<file path="src/design/pat2_pkg.sv">
`default_nettype none

package pat2_pkg;

   // Internal fixed-point scale of the polynomial evaluation.
   localparam int QI      = 30;
   localparam int ANGLE_W = 16;

   // Coefficients and base angles in Q.30.
   localparam logic [31:0] C3_Q   = 32'd195528386;
   localparam logic [31:0] C1_Q   = 32'd1038845215;
   localparam logic [31:0] PI4_Q  = 32'd843314842;
   localparam logic [31:0] PI34_Q = 32'd2529944526;
   localparam logic [31:0] PI_Q   = 32'd3373259369;

   typedef struct packed {
      logic y_neg;     // result is negated at the end
      logic base_hi;   // base angle is 3pi/4 instead of pi/4
      logic r_neg;     // sign of the ratio
      logic den_zero;  // both inputs zero, ratio forced to -1
   } pat2_side_type;

endpackage

`default_nettype wire

</file>
<file path="src/design/polynomial_atan2_core.sv">
`default_nettype none

// Four-quadrant arctangent of a signed (y, x) beat by the cubic polynomial
// approximation. The result is the angle in radians, signed Q3.ANGLE_FRAC_BITS,
// saturated at plus or minus pi; x = y = 0 gives pi/2. One beat is accepted per
// clock cycle while no stall reaches back to the input, and one result leaves for
// each, in order. The pipeline is one input stage, a row of RATIO_FRAC_BITS + 1
// divider cells that each settle one quotient bit of the ratio, and five
// polynomial stages ending in the output register. Every stage holds its beat
// when the one after it is stalled, so bubbles collapse and the input keeps
// accepting while a finished result waits, as long as some stage is empty.
module polynomial_atan2_core #(
   parameter int INPUT_WIDTH     = 16,
   parameter int ANGLE_FRAC_BITS = 13,
   parameter int RATIO_FRAC_BITS = 14
) (
   input  logic                                   clock,
   input  logic                                   reset,
   input  logic                                   req_tvalid,
   output logic                                   req_tready,
   // y_coord, x_coord, zero fill to whole bytes
   input  logic [((2*INPUT_WIDTH+7)/8)*8-1:0]     req_tdata,
   output logic                                   rsp_tvalid,
   input  logic                                   rsp_tready,
   // angle
   output logic [pat2_pkg::ANGLE_W-1:0]           rsp_tdata
);
   import pat2_pkg::*;

   localparam int IW    = INPUT_WIDTH;
   localparam int DEN_W = IW + 1;
   localparam int LOW_W = RATIO_FRAC_BITS + 1;
   localparam int DIV_W = IW + 1 + RATIO_FRAC_BITS;
   localparam int EXT_W = IW + 2;

   // Input stage: magnitudes, ratio numerator and denominator, dividend split.
   logic signed [IW-1:0]    y_coord;
   logic signed [IW-1:0]    x_coord;
   logic signed [EXT_W-1:0] y_ext;
   logic signed [EXT_W-1:0] x_ext;
   logic signed [EXT_W-1:0] ay_ext;
   logic signed [EXT_W-1:0] num;
   logic signed [EXT_W-1:0] den;
   logic [EXT_W-1:0]        nabs;
   logic [DEN_W-1:0]        nmag;
   logic [DIV_W-1:0]        dividend;

   logic                    prep_valid_ff;
   logic [DEN_W-1:0]        prep_rem_ff, prep_rem_in;
   logic [LOW_W-1:0]        prep_low_ff, prep_low_in;
   logic [DEN_W-1:0]        prep_den_ff, prep_den_in;
   pat2_side_type           prep_side_ff, prep_side_in;
   logic                    prep_advance;

   always_comb begin
      y_coord = req_tdata[IW-1:0];
      x_coord = req_tdata[2*IW-1:IW];
      y_ext   = EXT_W'(y_coord);
      x_ext   = EXT_W'(x_coord);
      ay_ext  = y_coord[IW-1] ? -y_ext : y_ext;
      if (!x_coord[IW-1]) begin
         num = x_ext - ay_ext;
         den = x_ext + ay_ext;
      end else begin
         num = x_ext + ay_ext;
         den = ay_ext - x_ext;
      end
      nabs     = num[EXT_W-1] ? EXT_W'(-num) : EXT_W'(num);
      nmag     = nabs[DEN_W-1:0];
      prep_den_in = den[DEN_W-1:0];
      // Rounded ratio: (|num| * 2^R + den/2) / den, the quotient never above 2^R.
      dividend = {nmag, {RATIO_FRAC_BITS{1'b0}}} + DIV_W'(prep_den_in >> 1);
      prep_rem_in = DEN_W'(dividend[DIV_W-1:LOW_W]);
      prep_low_in = dividend[LOW_W-1:0];
      prep_side_in.y_neg    = y_coord[IW-1];
      prep_side_in.base_hi  = x_coord[IW-1];
      prep_side_in.r_neg    = num[EXT_W-1];
      prep_side_in.den_zero = (prep_den_in == '0);
   end

   logic                 chain_valid [0:LOW_W];
   logic                 chain_ready [0:LOW_W];
   logic [DEN_W-1:0]     chain_rem   [0:LOW_W];
   logic [LOW_W-1:0]     chain_low   [0:LOW_W];
   logic [LOW_W-1:0]     chain_quot  [0:LOW_W];
   logic [DEN_W-1:0]     chain_den   [0:LOW_W];
   pat2_side_type        chain_side  [0:LOW_W];

   assign prep_advance = !prep_valid_ff || chain_ready[0];
   assign req_tready   = prep_advance;

   always_ff @(posedge clock) begin
      if (reset) begin
         prep_valid_ff <= 1'b0;
      end else if (prep_advance) begin
         prep_valid_ff <= req_tvalid;
      end
   end

   always_ff @(posedge clock) begin
      if (prep_advance && req_tvalid) begin
         prep_rem_ff  <= prep_rem_in;
         prep_low_ff  <= prep_low_in;
         prep_den_ff  <= prep_den_in;
         prep_side_ff <= prep_side_in;
      end
   end

   assign chain_valid[0] = prep_valid_ff;
   assign chain_rem[0]   = prep_rem_ff;
   assign chain_low[0]   = prep_low_ff;
   assign chain_quot[0]  = '0;
   assign chain_den[0]   = prep_den_ff;
   assign chain_side[0]  = prep_side_ff;

   for (genvar i = 0; i < LOW_W; i++) begin : g_div
      pat2_div_cell #(
         .DEN_W (DEN_W),
         .LOW_W (LOW_W)
      ) u_cell (
         .clock      (clock),
         .reset      (reset),
         .up_valid   (chain_valid[i]),
         .up_ready   (chain_ready[i]),
         .up_rem     (chain_rem[i]),
         .up_low     (chain_low[i]),
         .up_quot    (chain_quot[i]),
         .up_den     (chain_den[i]),
         .up_side    (chain_side[i]),
         .down_valid (chain_valid[i+1]),
         .down_ready (chain_ready[i+1]),
         .down_rem   (chain_rem[i+1]),
         .down_low   (chain_low[i+1]),
         .down_quot  (chain_quot[i+1]),
         .down_den   (chain_den[i+1]),
         .down_side  (chain_side[i+1])
      );
   end

   pat2_poly #(
      .RATIO_FRAC_BITS (RATIO_FRAC_BITS),
      .ANGLE_FRAC_BITS (ANGLE_FRAC_BITS)
   ) u_poly (
      .clock     (clock),
      .reset     (reset),
      .in_valid  (chain_valid[LOW_W]),
      .in_ready  (chain_ready[LOW_W]),
      .in_mag    (chain_quot[LOW_W]),
      .in_side   (chain_side[LOW_W]),
      .out_valid (rsp_tvalid),
      .out_ready (rsp_tready),
      .out_angle (rsp_tdata)
   );

   // Both inputs zero leaves nothing to divide.
   a_zero_den_empty: assert property (@(posedge clock) disable iff (reset)
      prep_valid_ff && prep_side_ff.den_zero |-> (prep_rem_ff == '0) && (prep_low_ff == '0))
      else $error("zero denominator with nonzero dividend");

   a_first_rem_below_den: assert property (@(posedge clock) disable iff (reset)
      prep_valid_ff && !prep_side_ff.den_zero |-> prep_rem_ff < prep_den_ff)
      else $error("quotient would exceed the ratio range");

endmodule

`default_nettype wire

</file>
<file path="src/design/pat2_div_cell.sv">
`default_nettype none

module pat2_div_cell #(
   parameter int DEN_W = 17,
   parameter int LOW_W = 15
) (
   input  logic                  clock,
   input  logic                  reset,
   input  logic                  up_valid,
   output logic                  up_ready,
   input  logic [DEN_W-1:0]      up_rem,
   input  logic [LOW_W-1:0]      up_low,
   input  logic [LOW_W-1:0]      up_quot,
   input  logic [DEN_W-1:0]      up_den,
   input  pat2_pkg::pat2_side_type up_side,
   output logic                  down_valid,
   input  logic                  down_ready,
   output logic [DEN_W-1:0]      down_rem,
   output logic [LOW_W-1:0]      down_low,
   output logic [LOW_W-1:0]      down_quot,
   output logic [DEN_W-1:0]      down_den,
   output pat2_pkg::pat2_side_type down_side
);
   import pat2_pkg::*;

   logic                 valid_ff;
   logic [DEN_W-1:0]     rem_ff, rem_in;
   logic [LOW_W-1:0]     low_ff, low_in;
   logic [LOW_W-1:0]     quot_ff, quot_in;
   logic [DEN_W-1:0]     den_ff;
   pat2_side_type        side_ff;
   logic                 advance;
   logic [DEN_W:0]       trial;
   logic [DEN_W:0]       diff;
   logic                 take;

   assign advance  = !valid_ff || down_ready;
   assign up_ready = advance;

   // One restoring step: bring down the next dividend bit and subtract if it fits.
   always_comb begin
      trial   = {up_rem, up_low[LOW_W-1]};
      diff    = trial - {1'b0, up_den};
      take    = trial >= {1'b0, up_den};
      rem_in  = take ? diff[DEN_W-1:0] : trial[DEN_W-1:0];
      low_in  = {up_low[LOW_W-2:0], 1'b0};
      quot_in = {up_quot[LOW_W-2:0], take};
   end

   always_ff @(posedge clock) begin
      if (reset) begin
         valid_ff <= 1'b0;
      end else if (advance) begin
         valid_ff <= up_valid;
      end
   end

   always_ff @(posedge clock) begin
      if (advance && up_valid) begin
         rem_ff  <= rem_in;
         low_ff  <= low_in;
         quot_ff <= quot_in;
         den_ff  <= up_den;
         side_ff <= up_side;
      end
   end

   assign down_valid = valid_ff;
   assign down_rem   = rem_ff;
   assign down_low   = low_ff;
   assign down_quot  = quot_ff;
   assign down_den   = den_ff;
   assign down_side  = side_ff;

   // The partial remainder stays below the divisor whenever the divisor is nonzero.
   a_rem_below_den: assert property (@(posedge clock) disable iff (reset)
      valid_ff && (den_ff != '0) |-> rem_ff < den_ff)
      else $error("partial remainder not below divisor");

endmodule

`default_nettype wire

</file>
<file path="src/design/pat2_poly.sv">
`default_nettype none

module pat2_poly #(
   parameter int RATIO_FRAC_BITS = 14,
   parameter int ANGLE_FRAC_BITS = 13
) (
   input  logic                           clock,
   input  logic                           reset,
   input  logic                           in_valid,
   output logic                           in_ready,
   input  logic [RATIO_FRAC_BITS:0]       in_mag,
   input  pat2_pkg::pat2_side_type        in_side,
   output logic                           out_valid,
   input  logic                           out_ready,
   output logic [pat2_pkg::ANGLE_W-1:0]   out_angle
);
   import pat2_pkg::*;

   localparam int MAG_W   = RATIO_FRAC_BITS + 1;
   localparam int SHIFT_R = QI - RATIO_FRAC_BITS;
   localparam int R30_W   = QI + 1;
   localparam int SQ_W    = 2 * R30_W;
   localparam int C3_W    = 28;
   localparam int P_W     = C3_W + R30_W;
   localparam int T_W     = QI;
   localparam int PROD_W  = T_W + R30_W;
   localparam int M_W     = 32;
   localparam int A_W     = 34;
   localparam int ROUND_S = QI - ANGLE_FRAC_BITS;
   localparam logic [63:0] HALF_Q  = 64'd1 << (QI - 1);
   localparam logic [63:0] HALF_A  = 64'd1 << (ROUND_S - 1);
   localparam logic [A_W-1:0] PI_OUT =
      A_W'((64'(PI_Q) + HALF_A) >> ROUND_S);

   logic adv1, adv2, adv3, adv4, adv5;

   // Stage 1: ratio magnitude to Q.30 and its square.
   logic                 s1_valid_ff;
   logic [MAG_W-1:0]     rmag;
   logic [R30_W-1:0]     s1_r30_ff, s1_r30_in;
   logic [SQ_W-1:0]      s1_sq_ff, s1_sq_in;
   logic                 s1_rneg_ff, s1_rneg_in;
   pat2_side_type        s1_side_ff;

   always_comb begin
      rmag       = in_side.den_zero ? {1'b1, {RATIO_FRAC_BITS{1'b0}}} : in_mag;
      s1_r30_in  = R30_W'(rmag) << SHIFT_R;
      s1_sq_in   = s1_r30_in * s1_r30_in;
      s1_rneg_in = in_side.den_zero | in_side.r_neg;
   end

   // Stage 2: round the square, multiply by the cubic coefficient.
   logic                 s2_valid_ff;
   logic [R30_W-1:0]     r2;
   logic [P_W-1:0]       s2_p_ff, s2_p_in;
   logic [R30_W-1:0]     s2_r30_ff;
   logic                 s2_rneg_ff;
   pat2_side_type        s2_side_ff;

   always_comb begin
      r2      = R30_W'((s1_sq_ff + SQ_W'(HALF_Q)) >> QI);
      s2_p_in = C3_Q[C3_W-1:0] * r2;
   end

   // Stage 3: the bracket is always negative, so carry its magnitude.
   logic                 s3_valid_ff;
   logic [T_W-1:0]       rp;
   logic [T_W-1:0]       tmag;
   logic [PROD_W-1:0]    s3_prod_ff, s3_prod_in;
   logic                 s3_rneg_ff;
   pat2_side_type        s3_side_ff;

   always_comb begin
      rp         = T_W'((s2_p_ff + P_W'(HALF_Q)) >> QI);
      tmag       = C1_Q[T_W-1:0] - rp;
      s3_prod_in = tmag * s2_r30_ff;
   end

   // Stage 4: add to the base angle and apply the sign of y.
   logic                 s4_valid_ff;
   logic [M_W-1:0]       mterm;
   logic signed [A_W-1:0] base;
   logic signed [A_W-1:0] sum;
   logic signed [A_W-1:0] s4_a_ff, s4_a_in;

   always_comb begin
      mterm   = M_W'((s3_prod_ff + PROD_W'(HALF_Q)) >> QI);
      base    = s3_side_ff.base_hi ? $signed(A_W'(PI34_Q)) : $signed(A_W'(PI4_Q));
      // The product term is -sign(r) times its magnitude.
      sum     = s3_rneg_ff ? base + $signed(A_W'(mterm)) : base - $signed(A_W'(mterm));
      s4_a_in = s3_side_ff.y_neg ? -sum : sum;
   end

   // Stage 5: round to the output scale and saturate at pi.
   logic                 out_valid_ff;
   logic                 a_neg;
   logic [A_W-1:0]       amag;
   logic [A_W-1:0]       arnd;
   logic [A_W-1:0]       asat;
   logic [A_W-1:0]       asig;
   logic [ANGLE_W-1:0]   out_angle_ff, out_angle_in;

   always_comb begin
      a_neg        = s4_a_ff[A_W-1];
      amag         = a_neg ? A_W'(-s4_a_ff) : A_W'(s4_a_ff);
      arnd         = A_W'((amag + A_W'(HALF_A)) >> ROUND_S);
      asat         = (arnd > PI_OUT) ? PI_OUT : arnd;
      asig         = a_neg ? -asat : asat;
      out_angle_in = asig[ANGLE_W-1:0];
   end

   assign adv5     = !out_valid_ff || out_ready;
   assign adv4     = !s4_valid_ff || adv5;
   assign adv3     = !s3_valid_ff || adv4;
   assign adv2     = !s2_valid_ff || adv3;
   assign adv1     = !s1_valid_ff || adv2;
   assign in_ready = adv1;

   always_ff @(posedge clock) begin
      if (reset) begin
         s1_valid_ff  <= 1'b0;
         s2_valid_ff  <= 1'b0;
         s3_valid_ff  <= 1'b0;
         s4_valid_ff  <= 1'b0;
         out_valid_ff <= 1'b0;
      end else begin
         if (adv1) s1_valid_ff  <= in_valid;
         if (adv2) s2_valid_ff  <= s1_valid_ff;
         if (adv3) s3_valid_ff  <= s2_valid_ff;
         if (adv4) s4_valid_ff  <= s3_valid_ff;
         if (adv5) out_valid_ff <= s4_valid_ff;
      end
   end

   always_ff @(posedge clock) begin
      if (adv1 && in_valid) begin
         s1_r30_ff  <= s1_r30_in;
         s1_sq_ff   <= s1_sq_in;
         s1_rneg_ff <= s1_rneg_in;
         s1_side_ff <= in_side;
      end
      if (adv2 && s1_valid_ff) begin
         s2_p_ff    <= s2_p_in;
         s2_r30_ff  <= s1_r30_ff;
         s2_rneg_ff <= s1_rneg_ff;
         s2_side_ff <= s1_side_ff;
      end
      if (adv3 && s2_valid_ff) begin
         s3_prod_ff <= s3_prod_in;
         s3_rneg_ff <= s2_rneg_ff;
         s3_side_ff <= s2_side_ff;
      end
      if (adv4 && s3_valid_ff) begin
         s4_a_ff <= s4_a_in;
      end
      if (adv5 && s4_valid_ff) begin
         out_angle_ff <= out_angle_in;
      end
   end

   assign out_valid = out_valid_ff;
   assign out_angle = out_angle_ff;

   a_ratio_in_range: assert property (@(posedge clock) disable iff (reset)
      s1_valid_ff |-> s1_r30_ff <= (R30_W'(1) << QI))
      else $error("ratio magnitude above one");

   a_angle_bounded: assert property (@(posedge clock) disable iff (reset)
      out_valid_ff |-> (PI_OUT >= A_W'(1 << (ANGLE_W - 1)))
         || (($signed(out_angle_ff) <= $signed(PI_OUT[ANGLE_W-1:0]))
         && ($signed(out_angle_ff) >= -$signed(PI_OUT[ANGLE_W-1:0]))))
      else $error("angle outside plus or minus pi");

endmodule

`default_nettype wire
</file>
<file path="config.mk">
export PLATFORM = sky130hd
export DESIGN_NAME = polynomial_atan2_core
export DESIGN_NICKNAME = d
export VERILOG_FILES = /design/src/design/pat2_pkg.sv /design/src/design/polynomial_atan2_core.sv /design/src/design/pat2_div_cell.sv /design/src/design/pat2_poly.sv
export SDC_FILE = /design/constraint.sdc
export NUM_CORES = 2
export LEC_CHECK = 0
export ABC_AREA = 1
export CORE_UTILIZATION = 60
export CTS_BUF_LIST = sky130_fd_sc_hd__clkbuf_16
export DETAILED_ROUTE_END_ITERATION = 8
export DONT_BUFFER_PORTS = 1
export PLACE_DENSITY_LB_ADDON = 0.25
export SLEW_MARGIN = 20
export SYNTH_ARGS = -nofsm -noshare
export SYNTH_HDL_FRONTEND = slang
export SYNTH_HIERARCHICAL = 1
export SYNTH_SLANG_ARGS = --single-unit
</file>
<file path="constraint.sdc">
create_clock -name clock -period 16.2 [get_ports clock]
set_clock_uncertainty 0.1 [all_clocks]
set_input_delay 0.81 -clock clock [delete_from_list [all_inputs] [get_ports clock]]
set_output_delay 0.81 -clock clock [all_outputs]
set_load 0.02 [all_outputs]
</file>
==> summary.txt <==
Outcome
  – Status: complete, no violations

Floorplanning
  – Core area: 0.163 mm²
  – Die area: 0.165 mm²
  – Die Y-Extent: 407 µm
  – IO Pins: 54
  – FP Rows: 148
  – DIE WIDTH: 407 µm
  – Initial Utilization: 60.4%

Setup path
  – Worst path max stage delay: 0.64 ns
  – Critical path class: reg -> reg
  – Worst setup SP type: register
  – Critical path's slowest cell: xor2_1
  – Crit path max fanout: 10
  – CP Capture Type: register
  – Launch point of the worst path: u_poly/s2_p_ff[29]
  – Arrival time worst endpoint: 9.88 ns
  – Worst r2r src: u_poly/s2_p_ff[29]
  – Required time of the critical path: 16.56 ns

Clock tree
  – Setup Buffers After CTS: 0
  – H-Tree Depth: 3
  – Max clock buf depth: 3
  – Post-CTS sizing: 0
  – Hold-fix buffers, CTS: 3
  – CTS tree: done
  – TritonCTS Sinks: 998
  – Root Driver: clkbuf_16
  – CTS buffer count: 109
  – Clock latency on the worst-skew pair: 0.77 ns
  – Clock Pin Slew Worst Setup and Hold Paths: 0.06 ns

Cells and area
  – Layout area overhead: 6.17%
  – Design Area, Final: 0.104 mm²
  – Final Non-Filler Cells: 14000
  – Fin nets: 13400
  – Core Util, Final: 64.2%
  – FILL cells: 14000
  – Fraction of layout cells with a size suffix above 1: 9.24%
  – Diode count: 0

Placement
  – DP Area: 0.101 mm²
  – Hpwl dp: 206000 µm
  – GP Congestion: 0.968
  – Place WS: 6.85 ns
  – PortBufs: 0
  – Placed Cells: 13800

Timing
  – WHS: 0.0779 ns
  – Fin Setup TNS: 0 ns
  – Rel. slew slack: 27.9%
  – Max Slew Vio Count: 0
  – Max frequency: 105 MHz
  – Slew @ Worst Pin: 1.08 ns
  – Final hold violations: 0
  – Unrepaired setup endpoints after global routing: false
  – Period utilization: 58.8%
  – Tmin final: 9.53 ns
  – Setup violators final: 0
  – PnR worst setup slack: 6.67 ns

Route
  – WL/cell: 18.4 µm
  – Total Wirelength: 257000 µm
  – Initial DRT Pass Iterations: 6
  – Vias per inst: 5.40
  – Initial DRC count: 5728
  – Detailed-route DRC error count: 0
  – Final antenna-violating net count: 0
  – Total number of vias: 75600

Hold path
  – Startpoint of the worst hold path: reset
  – Worst Hold Class: in -> reg

Yosys
  – Syn Area/Cell: 8.40 µm²
  – Mapped Area: 0.0983 mm²
  – Yosys warnings: 6
  – Synth Instances: 11700

Global route
  – Antenna violations before repair: 2
  – Congestion Overflow GR: 0
  – First-pass GRT wire length: 408000 µm
  – Tot GR Track Use: 31.7%
  – Largest net degree at the start of global routing: 54
  – Number of global-route vias before repair: 75700

Power
  – Net Sw Power: 1.76 mW
  – Worst IR Drop VDD: 0.103 mV
  – Leakage: 52.1 nW
  – Pint: 4.61 mW
  – Flop pwr share: 46.2%
  – Pwr per Cell Area: 61.1 mW/mm²
  – Clk network pwr share: 39.8%
  – Sw frac: 27.6%
  – Total power draw: 6.38 mW
  – Logic pwr share: 14.0%

Job
  – Max cap viols: 0
==> power by group through the flow <==
stage,combinational [mW],sequential [mW],clock (mW)
after floorplan,0.708,2.97,0
after global placement,0.868,3.00,0
after detailed placement,0.880,3.00,0
after CTS,0.887,2.94,2.59
after global routing,1.00,2.95,2.68
final,0.894,2.94,2.54
==> worst paths after layout <==
path / to / slack [ns] / cells after the start
setup / recovery: u_poly/s3_prod_ff[58] / 6.67 / 43
hold / removal: g_div[13].u_cell/down_valid / 0.08 / 1
setup reg to reg: u_poly/s3_prod_ff[58] / 6.67 / 43
hold reg to reg: g_div[7].u_cell/down_quot[1] / 0.30 / 0
==> cell usage in the layout (no fill, tap or decap), types with 63 or more instances in the layout <==
cell and count:
inv_2 104, nand2_4 166, xor2_1 257, clkbuf_16 109, inv_1 2442, o21ai_0 125, fa_1 805, nand4_1 128
nand2_2 268, nand3_1 729, xnor2_1 63, ha_1 807, nor3_1 71, nand2_1 2850, edfxtp_1 977, nor2_2 105
a21oi_1 322, nor2_1 865
==> cell type report <==
cell class                 count  area (µm²)  share of cell area, %
clock buffer                 109        2730                   2.61
clock inverter                96         967                  0.927
inverter                    2572        9660                   9.26
multi-input combinational   7989       58100                   55.7
sequential                   998       29800                   28.5
tap                         2175        2720                   2.61
timing repair buffer          50         383                  0.367
==> state kept, by name (all words and copies together), names as in the netlist, 3 cells and up <==
signal	flops
g_div.u_cell/down_quot	120
u_poly/s1_r30_ff	14
u_poly/s3_prod_ff	32
g_div.u_cell/down_low	105
chain_side	4
g_div.u_cell/down_rem	238
g_div.u_cell/down_side	60
g_div.u_cell/down_den	238
u_poly/s2_p_ff	31
u_poly/s1_sq_ff	28
g_div.u_cell/down_valid	15
u_poly/s4_a_ff	34
prep_low_ff	15
prep_den_ff	3
u_poly/s2_r30_ff	14
prep_rem_ff	16
u_poly/out_angle	16
==> per-layer routing <==
layer / wire length [µm] / global-route usage [%]
met5: 23 / 0.0297
met3: 15200 / 4.68
met4: 11100 / 12.6
met1: 108000 / 40.9
met2: 124000 / 53.6
==> critical path: cells and delay by family (launching register included) <==
family / cells / cell delay [ns]
simple gates: 18 / 2.14
flops: 1 / 0.48
xor+xnor: 2 / 0.80
compound gates: 5 / 1.26
buf+inv: 9 / 0.81
fa+ha+maj: 9 / 3.66
Note: power is estimated with default switching activity, not from simulation.
